`src/rtl/c6502_pkg.sv`:
```
`default_nettype none
// ----------------------------------------------------------------------------
// c6502_pkg
// Types, constants and decode function shared by the 6502 instruction engine.
// ----------------------------------------------------------------------------
package c6502_pkg;

	typedef enum logic [3:0] {
		PH_IDLE, PH_FETCH, PH_OPLO, PH_OPHI, PH_PTRLO, PH_PTRHI, PH_DATA,
		PH_POP1, PH_POP2, PH_POP3, PH_VECLO, PH_VECHI, PH_HALT
	} phase_t;

	typedef enum logic [3:0] {
		M_IMP, M_ACC, M_IMM, M_ZP, M_ZPX, M_ZPY, M_ABS, M_ABX, M_ABY,
		M_IZX, M_IZY, M_REL, M_IND
	} mode_t;

	typedef enum logic [4:0] {
		K_ORA, K_AND, K_EOR, K_ADC, K_STA, K_LDA, K_CMP, K_SBC,
		K_ASL, K_ROL, K_LSR, K_ROR, K_STX, K_LDX, K_DEC, K_INC,
		K_BIT, K_JMP, K_STY, K_LDY, K_CPY, K_CPX, K_JSR, K_BRANCH, K_IMPL
	} kind_t;

	typedef struct packed {
		logic        req_type;
		logic [7:0]  read_data;
	} item_t;

	typedef struct packed {
		logic        is_write;
		logic [15:0] bus_address;
		logic [7:0]  write_data;
		logic        is_fetch;
		logic        last;
		logic        halted;
	} beat_t;

	typedef struct packed {
		logic  ok;
		mode_t mode;
		kind_t kind;
	} dec_t;

	localparam logic [7:0]  SP_RESET  = 8'hFD;
	localparam logic [7:0]  P_RESET   = 8'h20;
	localparam logic [7:0]  F_N       = 8'h80;
	localparam logic [7:0]  F_V       = 8'h40;
	localparam logic [7:0]  F_U       = 8'h20;
	localparam logic [7:0]  F_B       = 8'h10;
	localparam logic [7:0]  F_I       = 8'h04;
	localparam logic [7:0]  F_Z       = 8'h02;
	localparam logic [7:0]  F_C       = 8'h01;
	localparam logic [7:0]  STACK_HI  = 8'h01;
	localparam logic [15:0] VEC_LO    = 16'hFFFE;
	localparam logic [15:0] VEC_HI    = 16'hFFFF;
	localparam logic [7:0]  OP_BRK    = 8'h00;
	localparam logic [7:0]  OP_RTI    = 8'h40;
	localparam logic [7:0]  OP_RTS    = 8'h60;
	localparam logic [7:0]  OP_PLA    = 8'h68;
	localparam logic [7:0]  OP_PLP    = 8'h28;
	localparam logic [7:0]  OP_PHP    = 8'h08;
	localparam logic [7:0]  OP_PHA    = 8'h48;
	localparam logic [7:0]  OP_CLC    = 8'h18;
	localparam logic [7:0]  OP_SEC    = 8'h38;
	localparam logic [7:0]  OP_CLI    = 8'h58;
	localparam logic [7:0]  OP_SEI    = 8'h78;
	localparam logic [7:0]  OP_CLV    = 8'hB8;
	localparam logic [7:0]  OP_CLD    = 8'hD8;
	localparam logic [7:0]  OP_SED    = 8'hF8;
	localparam logic [7:0]  OP_DEY    = 8'h88;
	localparam logic [7:0]  OP_INY    = 8'hC8;
	localparam logic [7:0]  OP_DEX    = 8'hCA;
	localparam logic [7:0]  OP_INX    = 8'hE8;
	localparam logic [7:0]  OP_TAX    = 8'hAA;
	localparam logic [7:0]  OP_TXA    = 8'h8A;
	localparam logic [7:0]  OP_TAY    = 8'hA8;
	localparam logic [7:0]  OP_TYA    = 8'h98;
	localparam logic [7:0]  OP_TSX    = 8'hBA;
	localparam logic [7:0]  OP_TXS    = 8'h9A;
	localparam logic [7:0]  OP_STA_IM = 8'h89;
	localparam logic [7:0]  OP_LDX_IM = 8'hA2;

	function automatic dec_t decode(input logic [7:0] c);
		dec_t       d;
		logic [2:0] a;
		logic [2:0] b;
		logic [1:0] g;
		a = c[7:5];
		b = c[4:2];
		g = c[1:0];
		d.ok = 1'b0;
		d.mode = M_IMP;
		d.kind = K_IMPL;
		unique case (g)
			2'd3: d.ok = 1'b0;
			2'd1: begin
				d.kind = kind_t'({2'b00, a});
				unique case (b)
					3'd0: d.mode = M_IZX;
					3'd1: d.mode = M_ZP;
					3'd2: d.mode = M_IMM;
					3'd3: d.mode = M_ABS;
					3'd4: d.mode = M_IZY;
					3'd5: d.mode = M_ZPX;
					3'd6: d.mode = M_ABY;
					default: d.mode = M_ABX;
				endcase
				d.ok = (c != OP_STA_IM);
			end
			2'd2: begin
				d.kind = kind_t'({2'b01, a});
				unique case (b)
					3'd0: begin d.mode = M_IMM; d.ok = (c == OP_LDX_IM); end
					3'd1: begin d.mode = M_ZP; d.ok = 1'b1; end
					3'd2: begin
						if (a < 3'd4) d.mode = M_ACC;
						else d.kind = K_IMPL;
						d.ok = 1'b1;
					end
					3'd3: begin d.mode = M_ABS; d.ok = 1'b1; end
					3'd5: begin
						d.mode = (a == 3'd4 || a == 3'd5) ? M_ZPY : M_ZPX;
						d.ok = 1'b1;
					end
					3'd6: begin d.kind = K_IMPL; d.ok = (c == OP_TXS || c == OP_TSX); end
					3'd7: begin d.mode = (a == 3'd5) ? M_ABY : M_ABX; d.ok = (a != 3'd4); end
					default: d.ok = 1'b0;
				endcase
			end
			default: begin
				if (b == 3'd4) begin
					d.mode = M_REL;
					d.kind = K_BRANCH;
					d.ok = 1'b1;
				end else if (b == 3'd2 || b == 3'd6) begin
					d.ok = 1'b1;
				end else begin
					unique case (a)
						3'd0: d.kind = K_IMPL;
						3'd1: d.kind = K_BIT;
						3'd2: d.kind = K_JMP;
						3'd3: d.kind = K_JMP;
						3'd4: d.kind = K_STY;
						3'd5: d.kind = K_LDY;
						3'd6: d.kind = K_CPY;
						default: d.kind = K_CPX;
					endcase
					unique case (b)
						3'd0: begin
							if (a == 3'd1) begin
								d.mode = M_ABS; d.kind = K_JSR; d.ok = 1'b1;
							end else if (a == 3'd0 || a == 3'd2 || a == 3'd3) begin
								d.kind = K_IMPL; d.ok = 1'b1;
							end else begin
								d.mode = M_IMM; d.ok = (a >= 3'd5);
							end
						end
						3'd1: begin d.mode = M_ZP; d.ok = (a == 3'd1 || a >= 3'd4); end
						3'd3: begin d.mode = (a == 3'd3) ? M_IND : M_ABS; d.ok = (a >= 3'd1); end
						3'd5: begin d.mode = M_ZPX; d.ok = (a == 3'd4 || a == 3'd5); end
						3'd7: begin d.mode = M_ABX; d.ok = (a == 3'd5); end
						default: d.ok = 1'b0;
					endcase
				end
			end
		endcase
		return d;
	endfunction

endpackage
`default_nettype wire

```
`src/rtl/c6502_stream_if.sv`:
```
`default_nettype none
// ----------------------------------------------------------------------------
// c6502_stream_if
// Valid/ready channel carrying one payload beat.
// ----------------------------------------------------------------------------
interface c6502_stream_if #(parameter int W = 9);
	logic         valid;
	logic         ready;
	logic [W-1:0] data;
	modport source (output valid, output data, input ready);
	modport sink (input valid, input data, output ready);
endinterface
`default_nettype wire

```
`src/rtl/c6502_front.sv`:
```
`default_nettype none
// ----------------------------------------------------------------------------
// c6502_front
// Accepts input beats and start_pc writes; queues input items.
// ----------------------------------------------------------------------------
module c6502_front (
	input  wire logic                 clk,
	input  wire logic                 arst_n,
	c6502_stream_if.sink              in_ch,
	c6502_stream_if.sink              cfg_ch,
	output c6502_pkg::item_t          q_item,
	output logic [15:0]               q_pc,
	output logic                      q_valid,
	input  wire logic                 q_pop
);
	import c6502_pkg::*;

	logic [15:0] start_pc_q;
	item_t       slot_q [2];
	logic        wr_ptr_q;
	logic        rd_ptr_q;
	logic [1:0]  cnt_q;
	logic        push;

	assign cfg_ch.ready = 1'b1;
	assign in_ch.ready  = (cnt_q != 2'd2);
	assign push         = in_ch.valid && in_ch.ready;
	assign q_valid      = (cnt_q != 2'd0);
	assign q_item       = slot_q[rd_ptr_q];
	assign q_pc         = start_pc_q;

	always_ff @(posedge clk or negedge arst_n) begin
		if (!arst_n) begin
			start_pc_q <= '0;
			wr_ptr_q   <= 1'b0;
			rd_ptr_q   <= 1'b0;
			cnt_q      <= '0;
		end else begin
			if (cfg_ch.valid) start_pc_q <= cfg_ch.data;
			if (push) wr_ptr_q <= ~wr_ptr_q;
			if (q_pop) rd_ptr_q <= ~rd_ptr_q;
			cnt_q <= cnt_q + {1'b0, push} - {1'b0, q_pop};
		end
	end

	always_ff @(posedge clk) begin
		if (push) slot_q[wr_ptr_q] <= item_t'(in_ch.data);
	end
endmodule
`default_nettype wire

```
`src/rtl/c6502_back.sv`:
```
`default_nettype none
// ----------------------------------------------------------------------------
// c6502_back
// Instruction sequencer: executes one queued item, emits up to four beats.
// ----------------------------------------------------------------------------
module c6502_back (
	input  wire logic                 clk,
	input  wire logic                 arst_n,
	input  c6502_pkg::item_t          q_item,
	input  wire logic [15:0]          q_pc,
	input  wire logic                 q_valid,
	output logic                      q_pop,
	c6502_stream_if.source            out_ch
);
	import c6502_pkg::*;

	logic [15:0] pc_q, ea_q, ptr_q;
	logic [7:0]  a_q, x_q, y_q, p_q, sp_q, op_q;
	phase_t      ph_q;
	logic        halt_q;
	beat_t       buf_q [4];
	logic [2:0]  n_q;
	logic [1:0]  idx_q;

	logic [15:0] pc_n, ea_n, ptr_n;
	logic [7:0]  a_n, x_n, y_n, p_n, sp_n, op_n;
	phase_t      ph_n;
	logic        halt_n;
	beat_t       b_n [4];
	logic [2:0]  n_n;
	logic        busy, take;
	dec_t        dc, df;

	assign busy  = (n_q != 3'd0);
	assign take  = q_valid && !busy;
	assign q_pop = take;
	assign out_ch.valid = busy;
	assign out_ch.data  = buf_q[idx_q];

	always_comb begin
		logic [7:0]  d, r, v, rr;
		logic [8:0]  s;
		logic [15:0] t;
		logic        cout, wb;
		logic [7:0]  bf;
		d = q_item.read_data;
		pc_n = pc_q; ea_n = ea_q; ptr_n = ptr_q;
		a_n = a_q; x_n = x_q; y_n = y_q; p_n = p_q; sp_n = sp_q; op_n = op_q;
		ph_n = ph_q; halt_n = halt_q; n_n = '0;
		r = '0; v = '0; rr = '0; s = '0; t = '0; cout = 1'b0; wb = 1'b0; bf = '0;
		for (int i = 0; i < 4; i++) b_n[i] = '0;
		dc = decode(op_q);
		df = decode(d);

		if (!q_item.req_type) begin
			pc_n = q_pc; a_n = '0; x_n = '0; y_n = '0; sp_n = SP_RESET; p_n = P_RESET;
			halt_n = 1'b0;
			b_n[0] = '{1'b0, q_pc, 8'h00, 1'b1, 1'b0, 1'b0}; n_n = 3'd1; ph_n = PH_FETCH;
		end else begin
			unique case (ph_q)
				PH_FETCH: begin
					op_n = d;
					if (!df.ok) begin
						halt_n = 1'b1; ph_n = PH_HALT;
						b_n[0] = '{1'b0, pc_q, 8'h00, 1'b0, 1'b0, 1'b1}; n_n = 3'd1;
					end else begin
						pc_n = pc_q + 16'd1;
						ph_n = PH_FETCH;
						if (df.mode == M_IMP) begin
							unique case (d)
								OP_BRK: begin
									t = pc_q + 16'd2;
									b_n[0] = '{1'b1, {STACK_HI, sp_q}, t[15:8], 1'b0, 1'b0, 1'b0};
									b_n[1] = '{1'b1, {STACK_HI, sp_q - 8'd1}, t[7:0], 1'b0,
										1'b0, 1'b0};
									b_n[2] = '{1'b1, {STACK_HI, sp_q - 8'd2}, p_q | F_B, 1'b0,
										1'b0, 1'b0};
									b_n[3] = '{1'b0, VEC_LO, 8'h00, 1'b0, 1'b0, 1'b0};
									sp_n = sp_q - 8'd3; n_n = 3'd4; ph_n = PH_VECLO;
								end
								OP_RTI, OP_RTS, OP_PLA, OP_PLP: begin
									sp_n = sp_q + 8'd1;
									b_n[0] = '{1'b0, {STACK_HI, sp_n}, 8'h00, 1'b0, 1'b0, 1'b0};
									n_n = 3'd1; ph_n = PH_POP1;
								end
								OP_PHP, OP_PHA: begin
									b_n[0] = '{1'b1, {STACK_HI, sp_q},
										(d == OP_PHP) ? (p_q | F_B) : a_q, 1'b0, 1'b0, 1'b0};
									sp_n = sp_q - 8'd1;
									b_n[1] = '{1'b0, pc_n, 8'h00, 1'b1, 1'b0, 1'b0};
									n_n = 3'd2;
								end
								default: begin
									unique case (d)
										OP_CLC: p_n = p_q & ~F_C;
										OP_SEC: p_n = p_q | F_C;
										OP_CLI: p_n = p_q & ~F_I;
										OP_SEI: p_n = p_q | F_I;
										OP_CLV: p_n = p_q & ~F_V;
										OP_CLD: p_n = p_q & 8'hF7;
										OP_SED: p_n = p_q | 8'h08;
										OP_DEY: begin y_n = y_q - 8'd1; r = y_n; wb = 1'b1; end
										OP_INY: begin y_n = y_q + 8'd1; r = y_n; wb = 1'b1; end
										OP_DEX: begin x_n = x_q - 8'd1; r = x_n; wb = 1'b1; end
										OP_INX: begin x_n = x_q + 8'd1; r = x_n; wb = 1'b1; end
										OP_TAX: begin x_n = a_q; r = a_q; wb = 1'b1; end
										OP_TXA: begin a_n = x_q; r = x_q; wb = 1'b1; end
										OP_TAY: begin y_n = a_q; r = a_q; wb = 1'b1; end
										OP_TYA: begin a_n = y_q; r = y_q; wb = 1'b1; end
										OP_TSX: begin x_n = sp_q; r = sp_q; wb = 1'b1; end
										OP_TXS: sp_n = x_q;
										default: ;
									endcase
									if (wb) p_n = (p_n & ~(F_N | F_Z)) | (r & F_N)
										| ((r == 8'h00) ? F_Z : 8'h00);
									b_n[0] = '{1'b0, pc_n, 8'h00, 1'b1, 1'b0, 1'b0}; n_n = 3'd1;
								end
							endcase
						end else if (df.mode == M_ACC) begin
							cout = p_q[0]; r = a_q;
							unique case (df.kind)
								K_ASL: begin cout = a_q[7]; r = {a_q[6:0], 1'b0}; end
								K_ROL: begin cout = a_q[7]; r = {a_q[6:0], p_q[0]}; end
								K_LSR: begin cout = a_q[0]; r = {1'b0, a_q[7:1]}; end
								default: begin cout = a_q[0]; r = {p_q[0], a_q[7:1]}; end
							endcase
							a_n = r;
							p_n = (p_q & ~(F_N | F_Z | F_C)) | (r & F_N)
								| ((r == 8'h00) ? F_Z : 8'h00) | {7'd0, cout};
							b_n[0] = '{1'b0, pc_n, 8'h00, 1'b1, 1'b0, 1'b0}; n_n = 3'd1;
						end else begin
							b_n[0] = '{1'b0, pc_n, 8'h00, 1'b0, 1'b0, 1'b0}; n_n = 3'd1;
							ph_n = PH_OPLO;
						end
					end
				end
				PH_OPLO, PH_OPHI, PH_PTRHI: begin
					wb = 1'b0;
					if (ph_q != PH_PTRHI) pc_n = pc_q + 16'd1;
					if (ph_q == PH_OPLO) begin
						unique case (dc.mode)
							M_IMM: begin v = d; ph_n = PH_DATA; wb = 1'b0; end
							M_REL: ;
							M_ZP:  begin ea_n = {8'h00, d}; wb = 1'b1; end
							M_ZPX: begin ea_n = {8'h00, d + x_q}; wb = 1'b1; end
							M_ZPY: begin ea_n = {8'h00, d + y_q}; wb = 1'b1; end
							M_IZX, M_IZY: begin
								ptr_n = {8'h00, (dc.mode == M_IZX) ? d + x_q : d};
								ph_n = PH_PTRLO;
							end
							default: begin ea_n = {8'h00, d}; ph_n = PH_OPHI; end
						endcase
					end else begin
						t = {d, ea_q[7:0]};
						if (ph_q == PH_OPHI && dc.mode == M_IND) begin
							ptr_n = t; ph_n = PH_PTRLO;
						end else if (ph_q == PH_PTRHI && dc.mode == M_IND) begin
							ph_n = PH_IDLE;
						end else begin
							if (dc.mode == M_ABX) t = t + {8'h00, x_q};
							else if (dc.mode == M_ABY || dc.mode == M_IZY) t = t + {8'h00, y_q};
							ea_n = t; wb = 1'b1; ph_n = PH_FETCH;
						end
					end
					if (ph_q == PH_OPLO && dc.mode == M_IMM) begin
						ph_n = PH_FETCH;
						v = d;
					end
					if (ph_q == PH_OPLO && dc.mode == M_REL) begin
						bf = (op_q[7:6] == 2'd0) ? F_N : (op_q[7:6] == 2'd1) ? F_V
							: (op_q[7:6] == 2'd2) ? F_C : F_Z;
						if (((p_q & bf) != 8'h00) == op_q[5])
							pc_n = pc_n + {{8{d[7]}}, d};
						b_n[0] = '{1'b0, pc_n, 8'h00, 1'b1, 1'b0, 1'b0}; n_n = 3'd1;
						ph_n = PH_FETCH;
					end else if (ph_q == PH_OPLO && dc.mode == M_IMM) begin
						b_n[0] = '{1'b0, pc_n, 8'h00, 1'b1, 1'b0, 1'b0}; n_n = 3'd1;
					end else if (ph_n == PH_IDLE) begin
						pc_n = t; ph_n = PH_FETCH;
						b_n[0] = '{1'b0, t, 8'h00, 1'b1, 1'b0, 1'b0}; n_n = 3'd1;
					end else if (ph_n == PH_PTRLO || ph_n == PH_OPHI) begin
						b_n[0] = '{1'b0, (ph_n == PH_PTRLO) ? ptr_n : pc_n, 8'h00, 1'b0,
							1'b0, 1'b0};
						n_n = 3'd1;
					end else if (wb) begin
						ph_n = PH_FETCH;
						unique case (dc.kind)
							K_JMP: begin
								pc_n = ea_n;
								b_n[0] = '{1'b0, ea_n, 8'h00, 1'b1, 1'b0, 1'b0}; n_n = 3'd1;
							end
							K_JSR: begin
								t = pc_n - 16'd1;
								b_n[0] = '{1'b1, {STACK_HI, sp_q}, t[15:8], 1'b0, 1'b0, 1'b0};
								b_n[1] = '{1'b1, {STACK_HI, sp_q - 8'd1}, t[7:0], 1'b0,
									1'b0, 1'b0};
								sp_n = sp_q - 8'd2; pc_n = ea_n;
								b_n[2] = '{1'b0, ea_n, 8'h00, 1'b1, 1'b0, 1'b0}; n_n = 3'd3;
							end
							K_STA, K_STX, K_STY: begin
								b_n[0] = '{1'b1, ea_n, (dc.kind == K_STA) ? a_q
									: (dc.kind == K_STX) ? x_q : y_q, 1'b0, 1'b0, 1'b0};
								b_n[1] = '{1'b0, pc_n, 8'h00, 1'b1, 1'b0, 1'b0}; n_n = 3'd2;
							end
							default: begin
								b_n[0] = '{1'b0, ea_n, 8'h00, 1'b0, 1'b0, 1'b0}; n_n = 3'd1;
								ph_n = PH_DATA;
							end
						endcase
					end
					if (ph_q == PH_OPLO && dc.mode == M_IMM) ph_n = PH_DATA;
				end
				PH_PTRLO: begin
					ea_n = {8'h00, d};
					t = (dc.mode == M_IND) ? ptr_q + 16'd1 : {8'h00, ptr_q[7:0] + 8'd1};
					b_n[0] = '{1'b0, t, 8'h00, 1'b0, 1'b0, 1'b0}; n_n = 3'd1;
					ph_n = PH_PTRHI;
				end
				PH_DATA: ;
				PH_POP1: begin
					ph_n = PH_FETCH;
					if (op_q == OP_PLA) begin
						a_n = d;
						p_n = (p_q & ~(F_N | F_Z)) | (d & F_N) | ((d == 8'h00) ? F_Z : 8'h00);
						b_n[0] = '{1'b0, pc_q, 8'h00, 1'b1, 1'b0, 1'b0}; n_n = 3'd1;
					end else if (op_q == OP_PLP) begin
						p_n = d | F_U;
						b_n[0] = '{1'b0, pc_q, 8'h00, 1'b1, 1'b0, 1'b0}; n_n = 3'd1;
					end else begin
						if (op_q == OP_RTI) p_n = d | F_B;
						else ea_n = {8'h00, d};
						sp_n = sp_q + 8'd1;
						b_n[0] = '{1'b0, {STACK_HI, sp_n}, 8'h00, 1'b0, 1'b0, 1'b0}; n_n = 3'd1;
						ph_n = PH_POP2;
					end
				end
				PH_POP2: begin
					if (op_q == OP_RTI) begin
						ea_n = {8'h00, d};
						sp_n = sp_q + 8'd1;
						b_n[0] = '{1'b0, {STACK_HI, sp_n}, 8'h00, 1'b0, 1'b0, 1'b0}; n_n = 3'd1;
						ph_n = PH_POP3;
					end else begin
						pc_n = {d, ea_q[7:0]} + 16'd1;
						b_n[0] = '{1'b0, pc_n, 8'h00, 1'b1, 1'b0, 1'b0}; n_n = 3'd1;
						ph_n = PH_FETCH;
					end
				end
				PH_POP3, PH_VECHI: begin
					pc_n = {d, ea_q[7:0]};
					if (ph_q == PH_VECHI) p_n = p_q | F_I;
					b_n[0] = '{1'b0, pc_n, 8'h00, 1'b1, 1'b0, 1'b0}; n_n = 3'd1;
					ph_n = PH_FETCH;
				end
				PH_VECLO: begin
					ea_n = {8'h00, d};
					b_n[0] = '{1'b0, VEC_HI, 8'h00, 1'b0, 1'b0, 1'b0}; n_n = 3'd1;
					ph_n = PH_VECHI;
				end
				PH_HALT: begin
					b_n[0] = '{1'b0, pc_q, 8'h00, 1'b0, 1'b0, 1'b1}; n_n = 3'd1;
				end
				default: ;
			endcase

			if (ph_q == PH_DATA || (ph_q == PH_OPLO && dc.mode == M_IMM)) begin
				ph_n = PH_FETCH;
				if (ph_q == PH_DATA && (dc.kind == K_ASL || dc.kind == K_ROL
					|| dc.kind == K_LSR || dc.kind == K_ROR || dc.kind == K_DEC
					|| dc.kind == K_INC)) begin
					cout = p_q[0];
					unique case (dc.kind)
						K_ASL: begin cout = d[7]; rr = {d[6:0], 1'b0}; end
						K_ROL: begin cout = d[7]; rr = {d[6:0], p_q[0]}; end
						K_LSR: begin cout = d[0]; rr = {1'b0, d[7:1]}; end
						K_ROR: begin cout = d[0]; rr = {p_q[0], d[7:1]}; end
						K_DEC: rr = d - 8'd1;
						default: rr = d + 8'd1;
					endcase
					p_n = (p_q & ~(F_N | F_Z | F_C)) | (rr & F_N)
						| ((rr == 8'h00) ? F_Z : 8'h00) | {7'd0, cout};
					b_n[0] = '{1'b1, ea_q, rr, 1'b0, 1'b0, 1'b0};
					b_n[1] = '{1'b0, pc_q, 8'h00, 1'b1, 1'b0, 1'b0}; n_n = 3'd2;
				end else begin
					v = d;
					wb = 1'b1; r = 8'h00; cout = 1'b0;
					unique case (dc.kind)
						K_ORA: begin a_n = a_q | v; r = a_n; end
						K_AND: begin a_n = a_q & v; r = a_n; end
						K_EOR: begin a_n = a_q ^ v; r = a_n; end
						K_ADC, K_SBC: begin
							rr = (dc.kind == K_SBC) ? ~v : v;
							s = {1'b0, a_q} + {1'b0, rr} + {8'd0, p_q[0]};
							a_n = s[7:0]; r = s[7:0];
							p_n = (p_q & ~(F_V | F_C)) | {7'd0, s[8]}
								| (((~(a_q ^ rr)) & (a_q ^ s[7:0]) & 8'h80) != 8'h00 ? F_V : 8'h00);
						end
						K_LDA: begin a_n = v; r = v; end
						K_LDX: begin x_n = v; r = v; end
						K_LDY: begin y_n = v; r = v; end
						K_CMP, K_CPX, K_CPY: begin
							rr = (dc.kind == K_CMP) ? a_q : (dc.kind == K_CPX) ? x_q : y_q;
							r = rr - v;
							p_n = (p_q & ~F_C) | ((rr >= v) ? F_C : 8'h00);
						end
						K_BIT: begin
							wb = 1'b0;
							p_n = (p_q & ~(F_N | F_V | F_Z)) | (v & (F_N | F_V))
								| (((a_q & v) == 8'h00) ? F_Z : 8'h00);
						end
						default: wb = 1'b0;
					endcase
					if (wb) p_n = (p_n & ~(F_N | F_Z)) | (r & F_N)
						| ((r == 8'h00) ? F_Z : 8'h00);
					b_n[0] = '{1'b0, pc_n, 8'h00, 1'b1, 1'b0, 1'b0}; n_n = 3'd1;
				end
			end
			if (ph_q == PH_IDLE) n_n = '0;
		end
		if (n_n != 3'd0) b_n[n_n[1:0] - 2'd1].last = 1'b1;
		if (n_n == 3'd4) b_n[3].last = 1'b1;
	end

	always_ff @(posedge clk or negedge arst_n) begin
		if (!arst_n) begin
			pc_q <= '0; ea_q <= '0; ptr_q <= '0;
			a_q <= '0; x_q <= '0; y_q <= '0; p_q <= P_RESET; sp_q <= SP_RESET; op_q <= '0;
			ph_q <= PH_IDLE; halt_q <= 1'b0; n_q <= '0; idx_q <= '0;
		end else if (take) begin
			if (q_item.req_type == 1'b0 || ph_q != PH_IDLE) begin
				pc_q <= pc_n; ea_q <= ea_n; ptr_q <= ptr_n;
				a_q <= a_n; x_q <= x_n; y_q <= y_n; p_q <= p_n; sp_q <= sp_n; op_q <= op_n;
				ph_q <= ph_n; halt_q <= halt_n;
			end
			n_q <= n_n; idx_q <= '0;
		end else if (busy && out_ch.ready) begin
			n_q <= n_q - 3'd1;
			idx_q <= idx_q + 2'd1;
		end
	end

	always_ff @(posedge clk) begin
		if (take) for (int i = 0; i < 4; i++) buf_q[i] <= b_n[i];
	end
endmodule
`default_nettype wire

```
`src/rtl/cpu6502_instruction_engine_top.sv`:
```
`default_nettype none
// ----------------------------------------------------------------------------
// cpu6502_instruction_engine_top
// 6502 instruction engine driven one bus response at a time.
// ----------------------------------------------------------------------------
// channel  dir  payload
// in_ch    in   req_type, read_data
// cfg_ch   in   start_pc
// out_ch   out  is_write, bus_address, write_data, is_fetch, last, halted
// The sequencer takes a new item only after the beat buffer has drained.
// Up to four beats per item; the beat buffer sets the rate.
// A two-entry queue takes input beats while the beat buffer drains.
// Reset clears control state and sets architectural state to reset values; cfg writes always accepted.
module cpu6502_instruction_engine_top (
	input  wire logic      clk,
	input  wire logic      arst_n,
	c6502_stream_if.sink   in_ch,
	c6502_stream_if.sink   cfg_ch,
	c6502_stream_if.source out_ch
);
	import c6502_pkg::*;

	item_t       q_item;
	logic [15:0] q_pc;
	logic        q_valid, q_pop;

	c6502_front u_front (.clk, .arst_n, .in_ch, .cfg_ch, .q_item, .q_pc, .q_valid, .q_pop);
	c6502_back  u_back  (.clk, .arst_n, .q_item, .q_pc, .q_valid, .q_pop, .out_ch);

`ifndef SYNTHESIS
	a_pop_valid: assert property (@(posedge clk) disable iff (!arst_n) q_pop |-> q_valid)
		else $error("pop on empty queue");
	a_no_write_last: assert property (@(posedge clk) disable iff (!arst_n)
		(out_ch.valid && out_ch.data[27]) |-> !out_ch.data[1])
		else $error("write beat marked last");
`endif
endmodule
`default_nettype wire
```
`src/flat_wrapper.sv`:
```
// flat-port wrapper written by rule: the top's interface ports become plain ports
module cpu6502_instruction_engine_top_flat import c6502_pkg::*;
  (clk, arst_n, in_ch_valid, in_ch_data, in_ch_ready, cfg_ch_valid, cfg_ch_data, cfg_ch_ready, out_ch_valid, out_ch_data, out_ch_ready);
  c6502_stream_if in_ch_i ();
  c6502_stream_if cfg_ch_i ();
  c6502_stream_if out_ch_i ();
  input  wire logic clk;
  input  wire logic arst_n;
  input wire logic [$bits(in_ch_i.valid)-1:0] in_ch_valid;
  input wire logic [$bits(in_ch_i.data)-1:0] in_ch_data;
  output wire logic [$bits(in_ch_i.ready)-1:0] in_ch_ready;
  input wire logic [$bits(cfg_ch_i.valid)-1:0] cfg_ch_valid;
  input wire logic [$bits(cfg_ch_i.data)-1:0] cfg_ch_data;
  output wire logic [$bits(cfg_ch_i.ready)-1:0] cfg_ch_ready;
  output wire logic [$bits(out_ch_i.valid)-1:0] out_ch_valid;
  output wire logic [$bits(out_ch_i.data)-1:0] out_ch_data;
  input wire logic [$bits(out_ch_i.ready)-1:0] out_ch_ready;
  assign in_ch_i.valid = in_ch_valid;
  assign in_ch_i.data = in_ch_data;
  assign in_ch_ready = in_ch_i.ready;
  assign cfg_ch_i.valid = cfg_ch_valid;
  assign cfg_ch_i.data = cfg_ch_data;
  assign cfg_ch_ready = cfg_ch_i.ready;
  assign out_ch_valid = out_ch_i.valid;
  assign out_ch_data = out_ch_i.data;
  assign out_ch_i.ready = out_ch_ready;
  cpu6502_instruction_engine_top u_core (.clk(clk), .arst_n(arst_n), .in_ch(in_ch_i), .cfg_ch(cfg_ch_i), .out_ch(out_ch_i));
endmodule
```
`config.mk`:
```
export PLATFORM = sky130hd
export DESIGN_NAME = cpu6502_instruction_engine_top_flat
export DESIGN_NICKNAME = d
export VERILOG_FILES = /design/src/rtl/c6502_pkg.sv /design/src/rtl/c6502_stream_if.sv /design/src/rtl/c6502_front.sv /design/src/rtl/c6502_back.sv /design/src/rtl/cpu6502_instruction_engine_top.sv /design/src/flat_wrapper.sv
export SDC_FILE = /design/constraint.sdc
export NUM_CORES = 1
export LEC_CHECK = 0
export ABC_AREA = 1
export BUFFER_PORTS_ARGS = -buffer_cell sky130_fd_sc_hd__buf_2
export CORE_UTILIZATION = 45
export DETAILED_ROUTE_END_ITERATION = 10
export PLACE_DENSITY_LB_ADDON = 0.2
export SLEW_MARGIN = 5
export SYNTH_ARGS = -nofsm -noshare
export SYNTH_HDL_FRONTEND = slang
export SYNTH_SLANG_ARGS = --single-unit
```
`constraint.sdc`:
```
create_clock -name clk -period 6 [get_ports clk]
set_clock_uncertainty 0.15 [all_clocks]
set_input_delay 0.9 -clock clk [delete_from_list [all_inputs] [get_ports clk]]
set_output_delay 0.9 -clock clk [all_outputs]
set_load 0.01 [all_outputs]
```
Word-level counts from Yosys, hierarchy flattened
Memory sizes are Yosys's and may differ from the RTL's.
Cells that the tools add are included.

word-level totals
  register bits = 118
  bits in writable memories = 130
  input port bits = 23
  output and inout bits = 12
  logic and storage cells = 597
  memories kept = 2

memories
  memory                 depth  bits a word  rd ports  clocked after Yosys merged registers in  write ports  RTL line           RTL
  u_core.u_back.buf_q    4      28           1         0                                        4            c6502_back.sv:21   beat_t buf_q [4];
  u_core.u_front.slot_q  2      9            1         0                                        1            c6502_front.sv:19  item_t slot_q [2];

cells by class
  add/sub/neg operators = 29
  magnitude comparators = 9
  eq/ne operators = 135
  muxes and demuxes = 293
  bitwise logic cells = 30
  reductions and logical operators = 83

operator list
  kind                count
  $mux 8              81
  $mux 16             37
  $mux 56             6
  $mux 84             4
  $mux 28             10
  $pmux 28 s8         1
  $pmux 28 s3         2
  $pmux 16 s4         2
  $pmux 8 s3          5
  $bwmux 112          1
  $eq 8x8->1 const B  14
  $mux 112            1
  $pmux 28 s2         2
  $pmux 56 s2         1
  $mux 27             4
  $pmux 4 s6          4
  $pmux 4 s7          3
  $mux 4              20
  $pmux 8 s5          2
  $eq 8x7->1 const B  8
  $pmux 8 s4          2
  $pmux 8 s8          1
  $demux 28 s2        1
  $eq 5x4->1 const B  11
  other kinds (105)   356

Logic depth before layout (Yosys ltp)
Gate-level depths: netlist of run 1.

  depth after elaboration = 36
  depth in mapped cells = 34

Hierarchy
Synthesis of run 1 repeated with hierarchy kept, for this count alone.

unflattened totals
  cells, all modules = 3,072
  area, all modules = 18,825.6 µm²

by module, submodules not included
  module       times used  cells each  area an instance (µm²)  sequential area each (µm²)
  c6502_back   1           2,988       17,488.0                2,892.8
  c6502_front  1           84          1,337.5                 865.8

Worst setup path after synthesis of run 1
No wires, ideal clock.

  path type = register to register
  from = register u_core.u_back.op_q[2]
  to = register u_core.u_back.p_q[1]
  arrival = 4.124 ns
  setup slack = 1.661 ns
  stages on the path, launching flop included = 31
  clock period less this slack = 4.339 ns
  cell sequence = dfrtp_1 buf_4 nor2_2 nand2_1 o21ai_0 nand2_1 nand2_1 nand2_2 nor2_1 buf_2 nand3_1 xor2_1 fa_1 fa_1 nand4_1 o211ai_1 xor2_1 inv_1 nand4_1 nand2_1 nor2_1 nand2_1 nor2_1 nand3_1 nor2_1 nor2_1 nand2_1 nand2_1 nand2_1 nand2_1 nand2_1

on the way
  cells in the longest elaborated chain, start to end = 20
  elaborated cells between the ends (all ways) = 88
  those cells by class = add/sub: 3; eq/ne: 28; mux: 37; bitwise: 3; reduce/logical: 17

ends and longest elaborated chain
  what                                               RTL line                                                 RTL
  start: declaration                                 c6502_back.sv:18                                         logic [7:0] a_q, x_q, y_q, p_q, sp_q, op_q;
  start signal: assignment                           c6502_back.sv:332                                        a_q <= a_n; x_q <= x_n; y_q <= y_n; p_q <= p_n; sp_q <= sp_n; op_q <= op_n;
  $logic_not 3->1 (tied with other cells)            c6502_pkg.sv:98, c6502_pkg.sv:112, c6502_pkg.sv:148
  $mux 5 / $logic_or 1x1->1 (equally long branches)  c6502_pkg.sv:148, c6502_pkg.sv:135
  $mux 9                                             c6502_pkg.sv:135                                         end else if (b == 3'd2 || b == 3'd6) begin
  $mux 9                                             c6502_pkg.sv:131                                         if (b == 3'd4) begin
  $pmux 9 s3                                         c6502_pkg.sv:94                                          unique case (g)
  $eq 5x3->1 / $eq 5x5->1 (equally long branches)    c6502_back.sv:287, c6502_back.sv:292, c6502_back.sv:302
  $mux 8 (on tied branches)                          c6502_back.sv:292, c6502_back.sv:302
  $add 8x8->9 / $mux 8 (equally long branches)       c6502_back.sv:293, c6502_back.sv:302
  [4 not listed]                                     --
  $mux 8                                             c6502_back.sv:55                                         if (!q_item.req_type) begin
  $logic_not 8->1                                    c6502_back.sv:314                                        | ((r == 8'h00) ? F_Z : 8'h00);
  $mux 2                                             c6502_back.sv:314
  $or 8x2->8                                         c6502_back.sv:314
  $mux 8                                             c6502_back.sv:313                                        if (wb) p_n = (p_n & ~(F_N | F_Z)) | (r & F_N)
  $mux 8                                             c6502_back.sv:268                                        if (ph_q == PH_DATA && (dc.kind == K_ASL || dc.kind == K_ROL
  $mux 8 (*)                                         c6502_back.sv:266                                        if (ph_q == PH_DATA || (ph_q == PH_OPLO && dc.mode == M_IMM)) begin
  $mux 8 (*)                                         c6502_back.sv:55
  end signal: assignment                             c6502_back.sv:332
  end: declaration                                   c6502_back.sv:18

Every way passes the cells marked *; elsewhere a longest branch is shown, timed or not. The select of a mux whose other input is x is not followed.
A chain may end at the register's enable or synchronous reset.

Worst setup path in the final report of run 1
  from = register u_core.u_back.op_q[4]
  to = register u_core.u_back.p_q[1]

Same word-level chain as after synthesis.

==> impl_metrics.csv, run 1 <==
group,metric,value,unit
worst_setup_path,worstSetupPathType,"reg2reg",
detailed_routing,drtPass1Iterations,7,
placement,post-place-ws,0.802,ns
worst_setup_path,cp-start-kind,"register",
yosys,yosys.area.top_type,"nand2_1",
yosys,syn_inst,3028,
job,maxCapViolCount,0,
sta,setup_tns,0,ns
worst_setup_path,critical-path-slowest-cell,"o21ai_4",
floorplan,dieWidth,206,microns
clock_network,cts_buffers,17,
yosys,ys_ff_latch,141,
yosys,netlist.area_leader.share,15.7,%
clock_network,cts_setup_buffers,0,
clock_network,clk_pin_slew,0.07,ns
sta,holdWs,0.345,ns
yosys,ys.flop_type,"dfrtp_1",
global_route,grt_max_degree,55,
worst_setup_path,arrival,5.59,ns
placement,io_buffers,33,
yosys,ys_top_cells_by_area,"nand2_1 16%, dfrtp_1 12%, edfxtp_1 7.0%",
clock_network,h-tree-depth,4,
yosys,ys_async_sr_fraction,68.8,%
power_and_ir_drop,p_int,4.48,mW
worst_setup_path,crit_top_cell,"nand2_1",
detailed_routing,drt-total-wl,85.8,mm
detailed_routing,vias,22100,
yosys,yosysWarningCount,0,
worst_setup_path,startpoint,"u_core.u_back.op_q[4]$_DFFE_PN0P_",
yosys,syn-num-nets,3159,
finish,layout.nets,3147,
power_and_ir_drop,clkPwrFrac,9.2,%
sta,final-hold-violation-count,0,
sta,tightest_slew,1.19,ns
clock_network,clk_latency,0.49,ns
power_and_ir_drop,power_frac_seq,15.4,%
clock_network,cts_tree,"yes",
sta,fmax,187,MHz
detailed_routing,drt_iter0_markers,2923,
yosys,syn_avg_cell_area,6.21,sq um
finish,drive_gt1_share,8.55,%
sta,final-setup-viol-count,0,
worst_setup_path,r2r-start,"u_core.u_back.op_q[4]$_DFFE_PN0P_",
power_and_ir_drop,p_sw_share,62.8,%
worst_setup_path,ff2ff_path_depth,28,
outcome,outcome,"complete, no violations",
sta,slew_headroom,20.4,%
global_route,grt_pass1_wl,127,mm
global_route,track_usage,40.7,%
worst_setup_path,critPathMaxStageDelay,0.55,ns
worst_setup_path,regToRegSetupSlack,0.65,ns
yosys,syn_area,0.0188,sq mm
detailed_routing,vias_per_cell,6.19,
placement,dp_hpwl,65.1,mm
worst_setup_path,worstReg2RegEnd,"u_core.u_back.p_q[1]$_DFFE_PN0P_",
global_route,grt_overflow,0,
yosys,synth_cell_type_count,68,
power_and_ir_drop,leakagePower,9.68,nW
floorplan,num_rows,74,
clock_network,cts_resized,0,
global_route,grt_pass1_vias,20500,
min_path,hp-class,"reg2reg",
floorplan,start_util,45.8,%
sta,fin_ws,0.646,ns
detailed_routing,drc,0,
worst_setup_path,crit_path_end,"u_core.u_back.p_q[1]$_DFFE_PN0P_",
floorplan,die_area,0.0426,sq mm
worst_setup_path,cp.required,6.24,ns
finish,nFillCells,4362,
detailed_routing,ant_nets,0,
global_route,antenna_found_initial,0,
clock_network,cts.sinks,141,
floorplan,coreArea,0.0410,sq mm
min_path,hp-start,"u_core.u_back.n_q[1]$_DFFE_PN0P_",
power_and_ir_drop,combPwrFrac,75.4,%
detailed_routing,wire_per_inst,24.1,microns
placement,gp_congestion,1.06,
sta,rsz0062_at_grt,"false",
clock_network,clockBufferDepth,2,
finish,syn_to_final_growth,6.66,%
yosys,synth_most_common_cell,"nand2_1",
clock_network,cts_hold_buffers,0,
power_and_ir_drop,vdd_ir_drop_max,0.326,mV
power_and_ir_drop,power_density,601,mW/mm^2
worst_setup_path,cp-end-kind,"register",
yosys,synth_edf_count,44,
floorplan,die_y,206,microns
worst_setup_path,critPathMaxFanout,27,
floorplan,num_io_pins,35,
sta,fin_crit,5.35,ns
power_and_ir_drop,net-switching-power,7.57,mW
clock_network,root_buffer,"clkbuf_16",
sta,fin_crit_sh,89.2,%
yosys,yosys-top-cells-count,"786 x nand2_1, 337 x inv_1, 296 x nor2_1",
sta,slew_viol_final,0,
power_and_ir_drop,power,12.1,mW
yosys,yosysSeqAreaShare,20.0,%
==> per-stage QoR <==
step                      area [sq um]  std cells  utilization, %
final                            20000       3563            48.9
after global routing             20000       3561            48.9
after CTS                        20000       3561            48.9
after detailed placement         19400       3529            47.4
after global placement           19400       3529            47.4
after floorplan                  18800       3028               -
==> power groups by stage <==
stage | Sequential, mW | Combinational [mW] | Clock (mW)
5_1_grt | 1.88 | 9.86 | 1.16
6_report | 1.86 | 9.09 | 1.11
2_1_floorplan | 1.54 | 6.18 | 0
3_3_place_gp | 1.84 | 8.70 | 0
3_5_place_dp | 1.84 | 8.76 | 0
4_1_cts | 1.83 | 8.80 | 1.13
==> worst max-delay path: cells and delay by family, from the launching register on <==
kind            cells  cell delay, ns
buf+inv             2            0.25
xor+xnor            1            0.09
simple gates       16            1.93
fa+ha+maj           2            0.65
flops               1            0.52
compound gates      7            1.65
==> registers in the layout, indices dropped and copies added, names as in the netlist, 2 cells and up <==
name                   count
u_core.u_back.pc_q        14
u_core.u_back.sp_q         8
u_core.u_back.buf_q       26
u_core.u_back.a_q          8
u_core.u_back.n_q          3
u_core.u_back.idx_q        2
u_core.u_back.y_q          8
u_core.u_back.x_q          8
u_core.u_front.slot_q     18
u_core.u_back.ph_q         4
u_core.u_back.p_q          7
u_core.u_front.q_pc        9
u_core.u_back.op_q         8
u_core.u_front.cnt_q       2
u_core.u_back.ea_q        14
==> final cells by class <==
| class | count | area (sq um) | area share [%] |
|---|---|---|---|
| multi-input cells | 2411 | 13100 | 65.6 |
| flip-flops and latches | 141 | 3760 | 18.7 |
| inverters | 370 | 1400 | 6.98 |
| well taps | 532 | 666 | 3.32 |
| repair buffers | 75 | 483 | 2.41 |
| clock buffers | 17 | 425 | 2.12 |
| clock inverters | 15 | 168 | 0.836 |
| diodes | 2 | 5.00 | 0.0250 |
==> cells by family (layout without fill, tap and decap cells) <==
logic type	count (synthesis)	in the layout	share of synthesized area, %
AOI/OAI and AO/OA	657	657	20.7
xor gates and xnor gates	109	109	5.08
adders and majority gates	108	108	7.55
buffers and inverters	476	477	10.2
DFF	141	141	20.0
muxes	10	10	0.592
other	1	3	0.0200
and+or+nand+nor	1526	1526	35.8
==> routing by layer <==
layer | routed length, microns | share of wire, % | GRT usage, %
met1 | 34100 | 40 | 52.0
met2 | 36200 | 42 | 60.7
met3 | 8770 | 10 | 9.04
met4 | 6810 | 7.9 | 28.3
met5 | 0 | 0 | 0
==> placed cells by master, fill, tap and decap left out, types with 7 or more instances in the layout <==
cell       netlist  final
a211oi_1         8      8
a21oi_1        158    157
a221oi_1        16     16
a22oi_1          9      9
a31oi_1         19     19
buf_2           19     32
buf_4            9     43
clkbuf_16        0     17
clkinv_1         8      8
dfrtp_1         89     89
dfstp_2          8      8
edfxtp_1        44     44
fa_1             9      9
ha_1            99     99
inv_1          337    337
inv_2           21     21
mux2_2           9      9
nand2_1        786    786
nand2_2         31     31
nand3_1        218    218
nand3_2          8      8
nand3b_1        22     22
nand4_1         73     73
nor2_1         296    296
nor2_2          20     20
nor2_4           7      7
nor3_1          29     28
nor3_2           7      8
o2111ai_1       19     19
o211ai_1        63     63
o21ai_0        231    230
o21ai_1         38     36
o21ai_2          4      7
o221ai_1        15     15
o22ai_1         40     40
or2_2           12     12
xnor2_1         17     17
xor2_1          92     91
==> worst min path at each step <==
stage                                       end  cells after the start
4_1_cts        u_core.u_back.n_q[1]$_DFFE_PN0P_                      2
3_5_place_dp   u_core.u_back.n_q[1]$_DFFE_PN0P_                      2
2_1_floorplan  u_core.u_back.n_q[1]$_DFFE_PN0P_                      2
6_report       u_core.u_back.n_q[1]$_DFFE_PN0P_                      2
3_3_place_gp   u_core.u_back.n_q[1]$_DFFE_PN0P_                      2
5_1_grt        u_core.u_back.n_q[1]$_DFFE_PN0P_                      2
Note: power is estimated with default switching activity, not from simulation.
==> run 2: changes to the inputs <==
--- a/config.mk
+++ b/config.mk
@@ -10,7 +10,9 @@
 export CORE_UTILIZATION = 45
 export DETAILED_ROUTE_END_ITERATION = 10
 export PLACE_DENSITY_LB_ADDON = 0.2
+export REMOVE_ABC_BUFFERS = 1
 export SLEW_MARGIN = 5
 export SYNTH_ARGS = -nofsm -noshare
 export SYNTH_HDL_FRONTEND = slang
+export SYNTH_HIERARCHICAL = 1
 export SYNTH_SLANG_ARGS = --single-unit
==> run 2 against run 1 <==
Compared with the run above:
- sequential power down 4%
- first-iteration DRC count up 2.1%
- via count up 2.3%
- worst setup slack better by 0.12 ns
- final area up 0.15%
- area after synthesis about the same
- utilization up 0.073 points
- count of clock-buffer cells in the layout unchanged
- clock power up 5%
- global-route usage up 1.1 points
- sequential share of layout area about the same
- maximum frequency up 2.4%
==> impl_metrics.csv, run 2 <==
group,metric,value,unit
outcome,outcome,"complete, no violations",
detailed_routing,vias,22600,
clock_network,root_buffer,"clkbuf_16",
placement,gp_congestion,1.05,
sta,setup_tns,0,ns
global_route,antenna_found_initial,2,
finish,layout.nets,3189,
power_and_ir_drop,leakagePower,9.63,nW
floorplan,die_area,0.0426,sq mm
sta,slew_viol_final,0,
worst_setup_path,ff2ff_path_depth,30,
floorplan,dieWidth,206,microns
detailed_routing,drt_iter0_markers,2983,
finish,nFillCells,4361,
worst_setup_path,critPathMaxFanout,11,
floorplan,start_util,45.9,%
finish,regMostFlops,"u_core/u_back/buf_q",
sta,tightest_slew,1.24,ns
yosys,syn_inst,3070,
finish,final_common_cell,"nand2_1",
detailed_routing,vias_per_cell,6.26,
clock_network,cts.sinks,141,
global_route,track_usage,41.8,%
worst_setup_path,critical-path-slowest-cell,"nor2_1",
global_route,grt_pass1_wl,131,mm
sta,final-setup-viol-count,0,
clock_network,clk_pin_slew,0.08,ns
floorplan,num_rows,74,
sta,final-hold-violation-count,0,
job,maxCapViolCount,0,
clock_network,cts_tree,"yes",
clock_network,cts_hold_buffers,0,
clock_network,clockBufferDepth,2,
global_route,top_usage_layer,"met2",
finish,syn_to_final_growth,6.74,%
placement,io_buffers,33,
global_route,grt_pass1_vias,21000,
worst_setup_path,cp.required,6.25,ns
finish,drive_gt1_share,8.14,%
worst_setup_path,worstSetupPathType,"reg2reg",
sta,holdWs,0.191,ns
min_path,hp-class,"in2async",
worst_setup_path,regToRegSetupSlack,0.77,ns
global_route,grt_use_met1,53.9,%
clock_network,clk_latency,0.50,ns
yosys,syn_avg_cell_area,6.13,sq um
global_route,grt_use_met2,64.6,%
yosys,syn_area,0.0188,sq mm
sta,fin_crit,5.23,ns
detailed_routing,drtPass1Iterations,7,
sta,slew_headroom,16.9,%
detailed_routing,wire_per_inst,24.6,microns
finish,diodes,0,
finish,post-route-util,49.0,%
sta,rsz0062_at_grt,"false",
worst_setup_path,worstReg2RegEnd,"u_core/u_back/p_q[1]$_DFFE_PN0P_",
finish,fin_cells,3604,
yosys,yosysWarningCount,6,
worst_setup_path,critPathMaxStageDelay,0.53,ns
floorplan,num_io_pins,35,
floorplan,coreArea,0.0410,sq mm
detailed_routing,drt-total-wl,88.5,mm
worst_setup_path,cp-start-kind,"register",
worst_setup_path,arrival,5.48,ns
clock_network,cts_buffers,17,
worst_setup_path,crit_path_end,"u_core/u_back/p_q[1]$_DFFE_PN0P_",
detailed_routing,drc,0,
placement,dp.cells,3572,
global_route,grt_overflow,0,
finish,top_regs,"u_core/u_back/buf_q: 26 flops, u_core/u_front/slot_q: 18 flops",
floorplan,die_y,206,microns
clock_network,cts_setup_buffers,0,
power_and_ir_drop,vdd_ir_drop_max,0.409,mV
sta,fin_crit_sh,87.2,%
sta,fmax,191,MHz
clock_network,h-tree-depth,4,
worst_setup_path,cp-end-kind,"register",
finish,final_cell_mix,"784 x nand2_1, 334 x inv_1, 330 x nor2_1",
finish,largest_register_ffs,26,
clock_network,cts_resized,0,
power_and_ir_drop,power_density,622,mW/mm^2
global_route,grt_max_degree,39,
worst_setup_path,startpoint,"u_core/u_back/op_q[5]$_DFFE_PN0P_",
detailed_routing,ant_nets,0,
global_route,use_met3,8.25,%
worst_setup_path,r2r-start,"u_core/u_back/op_q[5]$_DFFE_PN0P_",
placement,dp_hpwl,67.8,mm
run 2: metal layers:
metal / vias to the layer above / wire (microns) / share of wire [%]
met3: 322 / 9020 / 10
met2: 1360 / 38500 / 43
met4: 2 / 5880 / 6.6
met1: 10600 / 35100 / 40
li1: 10300 / - / -
met5: - / 14 / 0.016
run 2: worst min path at each step:
stage | start | endpoint | slack, ns | cells past startpoint
floorplan | u_core/u_front/cnt_q[0]$_DFF_PN0_ | u_core/u_front/cnt_q[0]$_DFF_PN0_ | 0.33 | 1
global placement | u_core/u_front/cnt_q[0]$_DFF_PN0_ | u_core/u_front/cnt_q[0]$_DFF_PN0_ | 0.34 | 1
detailed placement | u_core/u_front/q_pc[1]$_DFFE_PN0P_ | u_core/u_front/q_pc[1]$_DFFE_PN0P_ | 0.35 | 1
CTS | arst_n | u_core/u_back/a_q[5]$_DFFE_PN0P_ | 0.19 | 1
global route | arst_n | u_core/u_back/a_q[5]$_DFFE_PN0P_ | 0.19 | 1
finish | arst_n | u_core/u_back/a_q[6]$_DFFE_PN0P_ | 0.19 | 1
run 2: cell type report:
type / instances / area (sq um) / share of cell area (%)
multi-input cells: 2450 / 13100 / 65.4
flip-flops and latches: 141 / 3760 / 18.7
inverters: 370 / 1390 / 6.92
well taps: 532 / 666 / 3.32
repair buffers: 79 / 513 / 2.55
clock buffers: 17 / 425 / 2.12
clock inverters: 15 / 189 / 0.941
run 2: metrics by stage:
step	worst slack (ns)	power [mW]	instance area, sq um
finish	0.770	12.5	20100
global route	0.292	13.3	20100
CTS	0.896	12.2	20100
detailed placement	1.01	11.0	19500
global placement	1.10	10.9	19500
floorplan	1.09	7.75	18300
run 2: worst max-delay path: cells and delay by family (launching register included):
kind                       cells  cell delay (ns)
and+or+nand+nor               20             2.79
DFF                            1             0.49
adders and majority gates      1             0.38
AOI/OAI and AO/OA              6             0.91
buffers and inverters          2             0.27
xor gates and xnor gates       1             0.14
run 2: report_power, final:
part | internal (mW) | switching [mW]
combinational | 2.68 | 6.86
sequential | 1.30 | 0.479
clock | 0.634 | 0.532
total | 4.62 | 7.87
